--- src/rtl/mbet_pkg.sv ---
// Shared types and constants of the Mandelbrot escape-time pixel block.
package mbet_pkg;

    localparam int MAX_DIM   = 1024;
    localparam int FRAC_BITS = 28;

    localparam int COORD_W = $clog2(MAX_DIM);
    localparam int CFG_W   = 32;
    localparam int STEP_W  = 31;
    localparam int ITER_W  = 16;
    localparam int SHADE_W = 8;
    localparam int MUL_W   = 32;
    localparam int PROD_W  = 2 * MUL_W;
    localparam int Z_W     = 45;
    localparam int SQ_W    = 32;
    localparam int QUO_W   = ITER_W + SHADE_W;
    localparam int CNT_W   = $clog2(QUO_W + 1);

    localparam logic signed [Z_W-1:0] TWO     = Z_W'(2) << FRAC_BITS;
    localparam logic signed [Z_W-1:0] NEG_TWO = -TWO;
    localparam logic [SQ_W:0]         FOUR    = (SQ_W + 1)'(4) << FRAC_BITS;

    localparam logic [CFG_W-1:0] X_ORIGIN_RST   = 32'hDE00_0000;
    localparam logic [CFG_W-1:0] Y_ORIGIN_RST   = 32'hE800_0000;
    localparam logic [STEP_W-1:0] STEP_RST      = 31'd1006633;
    localparam logic [ITER_W-1:0] MAX_ITER_RST  = 16'd1024;

    typedef enum logic [1:0] {
        REG_X_ORIGIN   = 2'd0,
        REG_Y_ORIGIN   = 2'd1,
        REG_PIXEL_STEP = 2'd2,
        REG_MAX_ITER   = 2'd3
    } cfg_reg_t;

    typedef enum logic [3:0] {
        ST_IDLE,
        ST_CRE,
        ST_CIM,
        ST_INIT,
        ST_CHECK,
        ST_MBB,
        ST_MAB,
        ST_UPD,
        ST_DIV,
        ST_DIVW,
        ST_FIN
    } state_t;

    typedef struct packed {
        logic             start;
        logic [ITER_W-1:0] divisor;
    } div_ctl_t;

endpackage

--- src/rtl/mbet_mult.sv ---
// Shared signed multiplier with registered product.
module mbet_mult
(
    input  logic                                  clk,
    input  logic signed [mbet_pkg::MUL_W-1:0]     op_a,
    input  logic signed [mbet_pkg::MUL_W-1:0]     op_b,
    output logic signed [mbet_pkg::PROD_W-1:0]    product
);

    logic signed [mbet_pkg::PROD_W-1:0] product_reg;

    always_ff @(posedge clk)
    begin
        product_reg <= op_a * op_b;
    end

    assign product = product_reg;

endmodule

--- src/rtl/mbet_div.sv ---
// Restoring divider, one quotient bit per cycle.
module mbet_div
(
    input  logic                             clk,
    input  logic                             rst_n,
    input  mbet_pkg::div_ctl_t               ctl,
    input  logic [mbet_pkg::QUO_W-1:0]       dividend,
    output logic [mbet_pkg::QUO_W-1:0]       quotient,
    output logic                             done
);

    logic [mbet_pkg::QUO_W-1:0]  quo_reg, quo_next;
    logic [mbet_pkg::ITER_W-1:0] rem_reg, rem_next;
    logic [mbet_pkg::ITER_W-1:0] dsr_reg, dsr_next;
    logic [mbet_pkg::CNT_W-1:0]  cnt_reg, cnt_next;
    logic                        busy_reg, busy_next;
    logic                        done_reg, done_next;
    logic [mbet_pkg::ITER_W:0]   shifted;
    logic [mbet_pkg::ITER_W:0]   diff;

    always_comb
    begin
        shifted   = {rem_reg, quo_reg[mbet_pkg::QUO_W-1]};
        diff      = shifted - {1'b0, dsr_reg};
        quo_next  = quo_reg;
        rem_next  = rem_reg;
        dsr_next  = dsr_reg;
        cnt_next  = cnt_reg;
        busy_next = busy_reg;
        done_next = 1'b0;
        if (ctl.start)
        begin
            quo_next  = dividend;
            rem_next  = '0;
            dsr_next  = ctl.divisor;
            cnt_next  = mbet_pkg::CNT_W'(mbet_pkg::QUO_W);
            busy_next = 1'b1;
        end
        else if (busy_reg)
        begin
            if (!diff[mbet_pkg::ITER_W])
            begin
                rem_next = diff[mbet_pkg::ITER_W-1:0];
                quo_next = {quo_reg[mbet_pkg::QUO_W-2:0], 1'b1};
            end
            else
            begin
                rem_next = shifted[mbet_pkg::ITER_W-1:0];
                quo_next = {quo_reg[mbet_pkg::QUO_W-2:0], 1'b0};
            end
            cnt_next = cnt_reg - 1'b1;
            if (cnt_reg == mbet_pkg::CNT_W'(1))
            begin
                busy_next = 1'b0;
                done_next = 1'b1;
            end
        end
    end

    always_ff @(posedge clk or negedge rst_n)
    begin
        if (!rst_n)
        begin
            cnt_reg  <= '0;
            busy_reg <= 1'b0;
            done_reg <= 1'b0;
        end
        else
        begin
            cnt_reg  <= cnt_next;
            busy_reg <= busy_next;
            done_reg <= done_next;
        end
    end

    always_ff @(posedge clk)
    begin
        quo_reg <= quo_next;
        rem_reg <= rem_next;
        dsr_reg <= dsr_next;
    end

    assign quotient = quo_reg;
    assign done     = done_reg;

endmodule

--- src/rtl/mandelbrot_escape_time_pixel.sv ---
// Top level: sequencer and datapath of the Mandelbrot escape-time pixel.
//
// Input stream: one beat per pixel, tdata carries col and row. Output stream:
// one beat per pixel with shade, iteration count and escape flag.
// Registers x_origin, y_origin, pixel_step and max_iter are to be written through
// cfg_we / cfg_index / cfg_data while the block is idle; the block does not enforce it.
//
// A pixel is taken in the idle state. Forming c takes the CRE, CIM and INIT states,
// each iteration the CHECK, MBB, MAB and UPD states on the one shared 32x32
// multiplier (a*a, b*b, a*b, update). A last CHECK ends the loop on the bound or
// limit, or UPD ends it when |z|^2 > 4; then come the shade division and loading
// of the output register. The next pixel is taken in the idle state after the
// result is loaded; the iteration count k (at most max_iter) and the multiplier
// set the rate.
//
// Reset clears the sequencer, the output valid flag and loads the default
// view (-2.125, -1.5, step about 3/800, limit 1024). A stalled receiver holds
// the result in the output register; the next pixel is still taken and
// iterated, and waits at its end until the register is free.
module mandelbrot_escape_time_pixel
(
    input  logic        clk,
    input  logic        rst_n,
    input  logic        s_axis_tvalid,
    output logic        s_axis_tready,
    input  logic [23:0] s_axis_tdata,   // col[9:0], row[19:10], zero fill
    output logic        m_axis_tvalid,
    input  logic        m_axis_tready,
    output logic [31:0] m_axis_tdata,   // shade[7:0], iter_count[23:8], escaped[24], zero fill
    input  logic        cfg_we,
    input  logic [1:0]  cfg_index,
    input  logic [31:0] cfg_data
);

    localparam int ZW = mbet_pkg::Z_W;
    localparam int CW = mbet_pkg::COORD_W;
    localparam int IW = mbet_pkg::ITER_W;
    localparam int SW = mbet_pkg::SQ_W;
    localparam int FB = mbet_pkg::FRAC_BITS;

    mbet_pkg::state_t state_reg, state_next;

    logic signed [31:0]                 x_origin_reg;
    logic signed [31:0]                 y_origin_reg;
    logic [mbet_pkg::STEP_W-1:0]        step_reg;
    logic [IW-1:0]                      max_iter_reg;

    logic [CW-1:0]                      col_reg, col_next;
    logic [CW-1:0]                      row_reg, row_next;
    logic signed [ZW-1:0]               c_re_reg, c_re_next;
    logic signed [ZW-1:0]               c_im_reg, c_im_next;
    logic signed [ZW-1:0]               a_reg, a_next;
    logic signed [ZW-1:0]               b_reg, b_next;
    logic [SW-1:0]                      a2_reg, a2_next;
    logic [SW-1:0]                      b2_reg, b2_next;
    logic [IW-1:0]                      k_reg, k_next;
    logic                               esc_reg, esc_next;

    logic                               out_valid_reg, out_valid_next;
    logic [mbet_pkg::SHADE_W-1:0]       shade_reg, shade_next;
    logic [IW-1:0]                      iter_reg, iter_next;
    logic                               oesc_reg, oesc_next;

    logic signed [mbet_pkg::MUL_W-1:0]  op_a, op_b;
    logic signed [mbet_pkg::PROD_W-1:0] product;
    logic signed [mbet_pkg::PROD_W-1:0] ab_sh;
    logic [SW:0]                        mag;
    logic                               out_free;
    logic                               guard_hit;
    logic                               limit_hit;
    logic                               mag_hit;
    mbet_pkg::div_ctl_t                 div_ctl;
    logic [mbet_pkg::QUO_W-1:0]         div_quo;
    logic                               div_done;

    mbet_mult u_mult
    (
        .clk     (clk),
        .op_a    (op_a),
        .op_b    (op_b),
        .product (product)
    );

    mbet_div u_div
    (
        .clk      (clk),
        .rst_n    (rst_n),
        .ctl      (div_ctl),
        .dividend ({k_reg, 8'b0} - {8'b0, k_reg}),
        .quotient (div_quo),
        .done     (div_done)
    );

    assign out_free  = !out_valid_reg || m_axis_tready;
    assign guard_hit = (a_reg > mbet_pkg::TWO) || (a_reg < mbet_pkg::NEG_TWO)
                    || (b_reg > mbet_pkg::TWO) || (b_reg < mbet_pkg::NEG_TWO);
    assign limit_hit = (k_reg == max_iter_reg);
    assign mag       = {1'b0, a2_reg} + {1'b0, b2_reg};
    assign mag_hit   = (mag > mbet_pkg::FOUR);
    assign ab_sh     = product >>> (FB - 1);

    always_comb
    begin
        state_next = state_reg;
        unique case (state_reg)
            mbet_pkg::ST_IDLE:
            begin
                if (s_axis_tvalid)
                begin
                    state_next = mbet_pkg::ST_CRE;
                end
            end
            mbet_pkg::ST_CRE:   state_next = mbet_pkg::ST_CIM;
            mbet_pkg::ST_CIM:   state_next = mbet_pkg::ST_INIT;
            mbet_pkg::ST_INIT:  state_next = mbet_pkg::ST_CHECK;
            mbet_pkg::ST_CHECK:
            begin
                if (limit_hit || guard_hit)
                begin
                    state_next = mbet_pkg::ST_DIV;
                end
                else
                begin
                    state_next = mbet_pkg::ST_MBB;
                end
            end
            mbet_pkg::ST_MBB:   state_next = mbet_pkg::ST_MAB;
            mbet_pkg::ST_MAB:   state_next = mbet_pkg::ST_UPD;
            mbet_pkg::ST_UPD:
            begin
                if (mag_hit)
                begin
                    state_next = mbet_pkg::ST_DIV;
                end
                else
                begin
                    state_next = mbet_pkg::ST_CHECK;
                end
            end
            mbet_pkg::ST_DIV:   state_next = mbet_pkg::ST_DIVW;
            mbet_pkg::ST_DIVW:
            begin
                if (div_done)
                begin
                    state_next = mbet_pkg::ST_FIN;
                end
            end
            mbet_pkg::ST_FIN:
            begin
                if (out_free)
                begin
                    state_next = mbet_pkg::ST_IDLE;
                end
            end
            default:            state_next = mbet_pkg::ST_IDLE;
        endcase
    end

    always_comb
    begin
        s_axis_tready   = (state_reg == mbet_pkg::ST_IDLE);
        op_a            = a_reg[31:0];
        op_b            = a_reg[31:0];
        div_ctl.start   = 1'b0;
        div_ctl.divisor = max_iter_reg;
        col_next        = col_reg;
        row_next        = row_reg;
        c_re_next       = c_re_reg;
        c_im_next       = c_im_reg;
        a_next          = a_reg;
        b_next          = b_reg;
        a2_next         = a2_reg;
        b2_next         = b2_reg;
        k_next          = k_reg;
        esc_next        = esc_reg;
        out_valid_next  = out_valid_reg && !m_axis_tready;
        shade_next      = shade_reg;
        iter_next       = iter_reg;
        oesc_next       = oesc_reg;
        unique case (state_reg)
            mbet_pkg::ST_IDLE:
            begin
                col_next = s_axis_tdata[CW-1:0];
                row_next = s_axis_tdata[2*CW-1:CW];
            end
            mbet_pkg::ST_CRE:
            begin
                op_a = {1'b0, step_reg};
                op_b = {{(mbet_pkg::MUL_W-CW){1'b0}}, col_reg};
            end
            mbet_pkg::ST_CIM:
            begin
                c_re_next = {{(ZW-32){x_origin_reg[31]}}, x_origin_reg} + product[ZW-1:0];
                op_a      = {1'b0, step_reg};
                op_b      = {{(mbet_pkg::MUL_W-CW){1'b0}}, row_reg};
            end
            mbet_pkg::ST_INIT:
            begin
                c_im_next = {{(ZW-32){y_origin_reg[31]}}, y_origin_reg} + product[ZW-1:0];
                a_next    = c_re_reg;
                b_next    = c_im_next;
                k_next    = '0;
                esc_next  = 1'b0;
            end
            mbet_pkg::ST_CHECK:
            begin
                if (!limit_hit && guard_hit)
                begin
                    esc_next = 1'b1;
                end
            end
            mbet_pkg::ST_MBB:
            begin
                a2_next = product[FB+SW-1:FB];
                op_a    = b_reg[31:0];
                op_b    = b_reg[31:0];
            end
            mbet_pkg::ST_MAB:
            begin
                b2_next = product[FB+SW-1:FB];
                op_a    = a_reg[31:0];
                op_b    = b_reg[31:0];
            end
            mbet_pkg::ST_UPD:
            begin
                if (mag_hit)
                begin
                    esc_next = 1'b1;
                end
                else
                begin
                    b_next = ab_sh[ZW-1:0] + c_im_reg;
                    a_next = {{(ZW-SW){1'b0}}, a2_reg} - {{(ZW-SW){1'b0}}, b2_reg}
                           + c_re_reg;
                    k_next = k_reg + 1'b1;
                end
            end
            mbet_pkg::ST_DIV:
            begin
                div_ctl.start = 1'b1;
            end
            mbet_pkg::ST_DIVW:
            begin
            end
            mbet_pkg::ST_FIN:
            begin
                if (out_free)
                begin
                    out_valid_next = 1'b1;
                    iter_next      = k_reg;
                    oesc_next      = esc_reg;
                    if (max_iter_reg == '0)
                    begin
                        shade_next = 8'hFF;
                    end
                    else
                    begin
                        shade_next = 8'hFF - div_quo[mbet_pkg::SHADE_W-1:0];
                    end
                end
            end
            default:
            begin
            end
        endcase
    end

    always_ff @(posedge clk or negedge rst_n)
    begin
        if (!rst_n)
        begin
            state_reg     <= mbet_pkg::ST_IDLE;
            out_valid_reg <= 1'b0;
            k_reg         <= '0;
            esc_reg       <= 1'b0;
            x_origin_reg  <= mbet_pkg::X_ORIGIN_RST;
            y_origin_reg  <= mbet_pkg::Y_ORIGIN_RST;
            step_reg      <= mbet_pkg::STEP_RST;
            max_iter_reg  <= mbet_pkg::MAX_ITER_RST;
        end
        else
        begin
            state_reg     <= state_next;
            out_valid_reg <= out_valid_next;
            k_reg         <= k_next;
            esc_reg       <= esc_next;
            if (cfg_we)
            begin
                unique case (mbet_pkg::cfg_reg_t'(cfg_index))
                    mbet_pkg::REG_X_ORIGIN:   x_origin_reg <= cfg_data;
                    mbet_pkg::REG_Y_ORIGIN:   y_origin_reg <= cfg_data;
                    mbet_pkg::REG_PIXEL_STEP: step_reg     <= cfg_data[mbet_pkg::STEP_W-1:0];
                    mbet_pkg::REG_MAX_ITER:   max_iter_reg <= cfg_data[IW-1:0];
                    default:
                    begin
                    end
                endcase
            end
        end
    end

    always_ff @(posedge clk)
    begin
        col_reg   <= col_next;
        row_reg   <= row_next;
        c_re_reg  <= c_re_next;
        c_im_reg  <= c_im_next;
        a_reg     <= a_next;
        b_reg     <= b_next;
        a2_reg    <= a2_next;
        b2_reg    <= b2_next;
        shade_reg <= shade_next;
        iter_reg  <= iter_next;
        oesc_reg  <= oesc_next;
    end

    assign m_axis_tvalid = out_valid_reg;
    assign m_axis_tdata  = {7'b0, oesc_reg, iter_reg, shade_reg};

`ifndef ASSERT_OFF
    a_accept_starts: assert property (@(posedge clk) disable iff (!rst_n)
        (s_axis_tvalid && s_axis_tready) |=> (state_reg == mbet_pkg::ST_CRE))
        else $error("accepted pixel did not start the sequence");

    a_fin_loads_out: assert property (@(posedge clk) disable iff (!rst_n)
        (state_reg == mbet_pkg::ST_FIN && out_free) |=> out_valid_reg)
        else $error("finished pixel not placed in output register");

    a_div_done_waiting: assert property (@(posedge clk) disable iff (!rst_n)
        div_done |-> (state_reg == mbet_pkg::ST_DIVW))
        else $error("divider finished while sequencer not waiting");

    a_k_only_in_loop: assert property (@(posedge clk) disable iff (!rst_n)
        (state_reg != mbet_pkg::ST_INIT && state_reg != mbet_pkg::ST_UPD) |=> $stable(k_reg))
        else $error("iteration count changed outside the loop");
`endif

endmodule
--- config.mk ---
export PLATFORM = sky130hd
export DESIGN_NAME = mandelbrot_escape_time_pixel
export DESIGN_NICKNAME = d
export VERILOG_FILES = /design/src/rtl/mbet_pkg.sv /design/src/rtl/mbet_mult.sv /design/src/rtl/mbet_div.sv /design/src/rtl/mandelbrot_escape_time_pixel.sv
export SDC_FILE = /design/constraint.sdc
export NUM_CORES = 2
export LEC_CHECK = 0
export BUFFER_PORTS_ARGS = -buffer_cell sky130_fd_sc_hd__buf_2
export CORE_ASPECT_RATIO = 1.75
export CORE_MARGIN = 2
export CORE_UTILIZATION = 60
export DETAILED_ROUTE_END_ITERATION = 8
export GPL_ROUTABILITY_DRIVEN = 0
export PLACE_DENSITY = 0.76
export SLEW_MARGIN = 20
export SYNTH_ARGS = -nofsm -noshare
export SYNTH_HDL_FRONTEND = slang
export SYNTH_SLANG_ARGS = --single-unit
--- constraint.sdc ---
create_clock -name clk -period 15.25 [get_ports clk]
set_clock_uncertainty 0.2 [all_clocks]
set_input_delay 3.8125 -clock clk [delete_from_list [all_inputs] [get_ports clk]]
set_output_delay 3.8125 -clock clk [all_outputs]
set_load 0.02 [all_outputs]
# Word-level counts from Yosys, hierarchy flattened
# Index checks and enable logic that the tools add are counted.
dict set report word_totals {
  reg_bits 549
  input_bits 63
  output_inout_bits 34
  elab_cells 122
}
dict set report classes {
  add_sub_neg 11
  n_mul 1
  n_lt_le_gt_ge 5
  n_eq_ne 21
  muxes 32
  n_reduce_logical 26
}
# cell n
set op_table {}
lappend op_table {{$add 45x45->45} 4}
lappend op_table {{$pmux 45 s2} 2}
lappend op_table {{$pmux 32 s3} 1}
lappend op_table {{$gt 45x31->1 const B} 2}
lappend op_table {{$lt 45x30->1 const B} 2}
lappend op_table {{$mux 45} 2}
lappend op_table {{$mul 32x32->64} 1}
lappend op_table {{$pmux 32 s2} 1}
lappend op_table {{$mux 24} 2}
lappend op_table {{$pmux 4 s11} 1}
lappend op_table {{$add 32x32->33} 1}
lappend op_table {{$gt 33x31->1 const B} 1}
lappend op_table {{$sub 32x32->33} 1}
lappend op_table {{$mux 16} 2}
lappend op_table {{$pmux 16 s2} 1}
lappend op_table {{$sub 24x16->24} 1}
lappend op_table {{$mux 4} 5}
lappend op_table {{$sub 17x16->17} 1}
lappend op_table {{$add 16x1->16 const B} 1}
lappend op_table {{$eq 16x16->1} 1}
lappend op_table {{$eq 4x3->1 const B} 4}
lappend op_table {{$logic_not 16->1} 1}
lappend op_table {{$eq 4x4->1 const B} 3}
lappend op_table {{$mux 1} 12}
lappend op_table {{21 further kinds} 43}

# Logic depth before layout (Yosys ltp)
dict set report depth {
  depth_word 7
  depth_mapped 42
  ltp_nobuf 37
}

# Hierarchy
# A second synthesis with hierarchy kept.
dict set report hier_totals {
  cells_unflattened 7286
  area_unflattened_um2 70841.7
}
# module n_inst cells_each area_per_inst_um2 seq_area_each_um2
set modules_own_cells {}
lappend modules_own_cells {mbet_mult 1 3944 37611.1 1281.2}
lappend modules_own_cells {mandelbrot_escape_time_pixel 1 3037 29783.6 12034.0}
lappend modules_own_cells {mbet_div 1 305 3447.1 1696.6}

# Worst setup path after synthesis
# No wires, ideal clock.
dict set report synth_path {
  kind {register to register}
  startpoint {register state_reg[1]}
  endpoint {register u_mult.product_reg, in the netlist u_mult.product[51]}
  setup_time_ps 72
  arrival_ps 10400
  required_ps 14978
  path_slack_ps 4578
  stages_incl_launch_ff 39
  n_path_buf 3
  synth_period_minus_slack_ps 10672
  path_cell_list {dfrtp_1 clkbuf_1 nand2b_1 nor3_1 clkbuf_1 a22oi_1 nand2_1 o21ai_0 nand2_1 o21a_1 clkbuf_1 nand2_1 fa_1 inv_1 fa_1 fa_1 inv_1 fa_1 [3 not listed] fa_1 inv_1 fa_1 fa_1 ha_1 a21o_1 a221o_1 a21oi_1 nand3b_1 o21ai_1 o31ai_1 a311oi_1 a311oi_1 o31a_1 o21ai_0 nand2b_1 a21oi_1 xnor2_1}
}
dict set report synth_between {
  elab_chain_cells 4
  elab_cells_between_ends 9
  classes_between {1 x mul; 4 x eq/ne; 2 x mux; 2 x reduce/logical}
}
# element line
set synth_rtl {}
lappend synth_rtl {{start: declaration} mandelbrot_escape_time_pixel.sv:41} ;# mbet_pkg::state_t state_reg, state_next;
lappend synth_rtl {{start signal: assignment} mandelbrot_escape_time_pixel.sv:272} ;# state_reg <= mbet_pkg::ST_IDLE;
lappend synth_rtl {{start signal: assignment} mandelbrot_escape_time_pixel.sv:283} ;# state_reg <= state_next;
lappend synth_rtl {{$eq 4x3->1 (tied with other cells)} mandelbrot_escape_time_pixel.sv:180} ;# unique case (state_reg)
lappend synth_rtl {{$reduce_or 2->1 (no line)} n/a}
lappend synth_rtl {{$pmux 32 s3 / $pmux 32 s2 (equally long branches)} mandelbrot_escape_time_pixel.sv:180}
lappend synth_rtl {{$mul 32x32->64 (*)} mbet_mult.sv:14} ;# product_reg <= op_a * op_b;
lappend synth_rtl {{end signal: assignment} mbet_mult.sv:14}
lappend synth_rtl {{end: declaration} mbet_mult.sv:10} ;# logic signed [mbet_pkg::PROD_W-1:0] product_reg;
# Mark *: on every way between the ends. The rest lies on a longest branch, timed or not.
# A chain may end at the register's enable or synchronous reset.

# Worst setup path after layout
dict set report layout_path {
  startpoint {register state_reg[1]}
  endpoint {register u_mult.product_reg, in the netlist u_mult.product[63]}
}
# Same word-level chain as after synthesis.

==> flow_summary.ini <==
[status]
status = complete, no violations

[floorplanning]
ios = 97
die_x_um = 260
fp-row-count = 164
core_area_um2 = 114000
dieArea_um2 = 118000
start_util_pct = 60.4
dieHeight_um = 452

[global_route]
grt_pass1_vias = 58100
grt_pass1_wl_um = 331000
grt_overflow = 0
grt_start_max_net_pins = 85
antenna_found_initial = 9
track_usage_pct = 37.7

[setup_path]
critPathLaunchType = flip-flop
critPathMostFrequentCell = fa_1
r2r-start = state_reg[1]$_DFFE_PN0P_
r2r_cells = 35
r2r_setup_slack_ns = 2.80
critPathMaxFanout = 42
arrival_ns = 12.77
rr_endpoint = u_mult.product[63]$_DFF_P_
cp_slowest_cell = a22oi_1
critPathKind = reg2reg
slowest_delay_ns = 0.76
end_kind = flip-flop
crit_required_ns = 15.58

[clock_tree]
cts-root-buf = clkbuf_16
cts_tree = built
cts.clk_slew.worst_paths_ns = 0.07
clockBufferDepth = 3
clkSinkCount = 549
cts-resized-gates = 0
ctsHoldBuffers = 0
postCtsSetupRepairBufs = 0
clk-insertion-delay-late_ns = 0.65
htree_levels = 2
cts_buffers = 57

[min_path]
hold_end = oesc_reg$_DFFE_PP_
holdCritStartpoint = esc_reg$_DFFE_PN0P_
whs_path_depth = 0
hp-class = reg2reg

[detailed_routing]
dr_total_vias = 54800
drtIter0Drc = 4833
routedWlPerCell_um = 24.7
drc = 0
first_pass_iters = 8
drtAntennaViolNets = 0
via_per_inst = 6.27
wl_um = 216000

[sta]
setup_tns_ns = 0
post-route-period-util_pct = 81.6
worst_pin_slew_ns = 1.28
hold_viol = 0
fin_ws_ns = 2.80
setup_viol = 0
max_slew_margin_pct = 14.6
rsz0062_at_grt = no
fmax_mhz = 80.3
fin_crit_ns = 12.45
report.final.slew_viol_count = 0
hold_ws_ns = 0.276

[yosys]
ys_types = 94
synth_ff_type = edfxtp_1
seq_area_frac_synth_pct = 21.8
yosys-top-cells-area = fa_1, edfxtp_1, ha_1
synth-async-reset-ratio_pct = 25.5
netlist_instances = 7226
synth.most_common_cell = inv_1
synth-seq-cells = 549
avgSynthCellArea_um2 = 9.54
synth_top_area_share_pct = 31.6
synth_area_um2 = 68900
yosys_warnings = 0
synthTopCellsByCount = inv_1, fa_1, nor2_1
synth.largest_area_cell = fa_1
synth-edff-count = 329

[finish]
finish.net_count = 8805
largest_reg_flops = 64
seq_area_um2 = 15000
drive_gt1_share_pct = 7.49
synthToLayoutAreaGrowth_pct = 6.34
multi_input_area_um2 = 48700
fin_cells = 8750
fill_cells = 9141

[flow_run]
drv_cap = 0

[placement]
dp_slack_ns = 3.17
portBuffers = 85
post-dp-hpwl_um = 166000
dpl.cell_count = 8634
## worst max-delay path by stage
stage | start | to | slack, ns
floorplan | state_reg[1]$_DFFE_PN0P_ | u_mult.product[51]$_DFF_P_ | 4.58
global placement | state_reg[1]$_DFFE_PN0P_ | u_mult.product[63]$_DFF_P_ | 3.19
detailed placement | state_reg[1]$_DFFE_PN0P_ | u_mult.product[63]$_DFF_P_ | 3.17
CTS | state_reg[1]$_DFFE_PN0P_ | u_mult.product[63]$_DFF_P_ | 3.04
global route | state_reg[1]$_DFFE_PN0P_ | u_mult.product[63]$_DFF_P_ | 2.46
finish | state_reg[1]$_DFFE_PN0P_ | u_mult.product[63]$_DFF_P_ | 2.80
## cell usage in the layout (no fill, tap or decap), drive strengths merged, types with 17 or more instances in the layout
cell / n
a21boi: 18
a22o: 20
nand4: 45
or2: 29
buf: 199
inv: 1188
fa: 1089
nand3: 55
dfstp: 22
nor2b: 45
a211oi: 45
a31oi: 25
dfxtp: 80
and3: 24
and2: 47
a221o: 36
nor2: 809
edfxtp: 329
dfrtp: 118
ha: 452
nand2: 727
o21ai: 296
o31ai: 30
a21o: 150
a21oi: 278
mux2: 116
o211ai: 24
xnor2: 208
o21a: 51
clkinv: 26
nor4: 47
nor3: 58
xor2: 96
o21bai: 44
a221oi: 42
nand2b: 73
mux2i: 17
clkbuf: 72
a22oi: 30
or3: 31
## layer usage
metal	share of wire, %	wire length (µm)	GRT usage [%]
met1	32	68100	41.0
met2	46	100000	60.6
met3	10	22600	9.48
met4	12	24800	33.6
met5	0.027	59	0
## cells by family (layout without fill, tap and decap cells)
group                      Yosys count  count (layout)  synth area share [%]
and+or+nand+nor                   2032            2032                  12.8
adders and majority gates         1541            1541                  39.8
buffers and inverters             1478            1496                  8.13
AOI/OAI and AO/OA                 1188            1188                  11.4
DFF                                549             549                  21.8
xor gates and xnor gates           304             304                  3.86
muxes                              133             133                  2.14
other                                1              13               0.00544
## worst max-delay path: cells and delay by family, from the launching register on
kind,cells,cell delay (ns)
fa+ha+maj,9,4.33
xor+xnor,1,0.15
flops,1,0.47
simple gates,8,1.87
buf+inv,7,1.80
compound gates,10,3.45
## through the flow
step           util [%]  instance area, µm²
6_report           64.2               73300
5_1_grt            64.2               73300
4_1_cts            64.2               73200
3_5_place_dp       62.5               71300
3_3_place_gp       62.5               71300
2_1_floorplan         -               68900
## area by class of cell
type                    count  area share [%]
diodes                      6          0.0205
clock buffers              71            2.10
clock inverters            37           0.552
inverters                1188            6.09
multi-input cells        5205            66.4
flip-flops and latches    549            20.5
well taps                1494            2.55
repair buffers            200            1.77
Power is not shown: default switching activity piles up to over one toggle a cycle in this logic, so the estimate is an artifact.
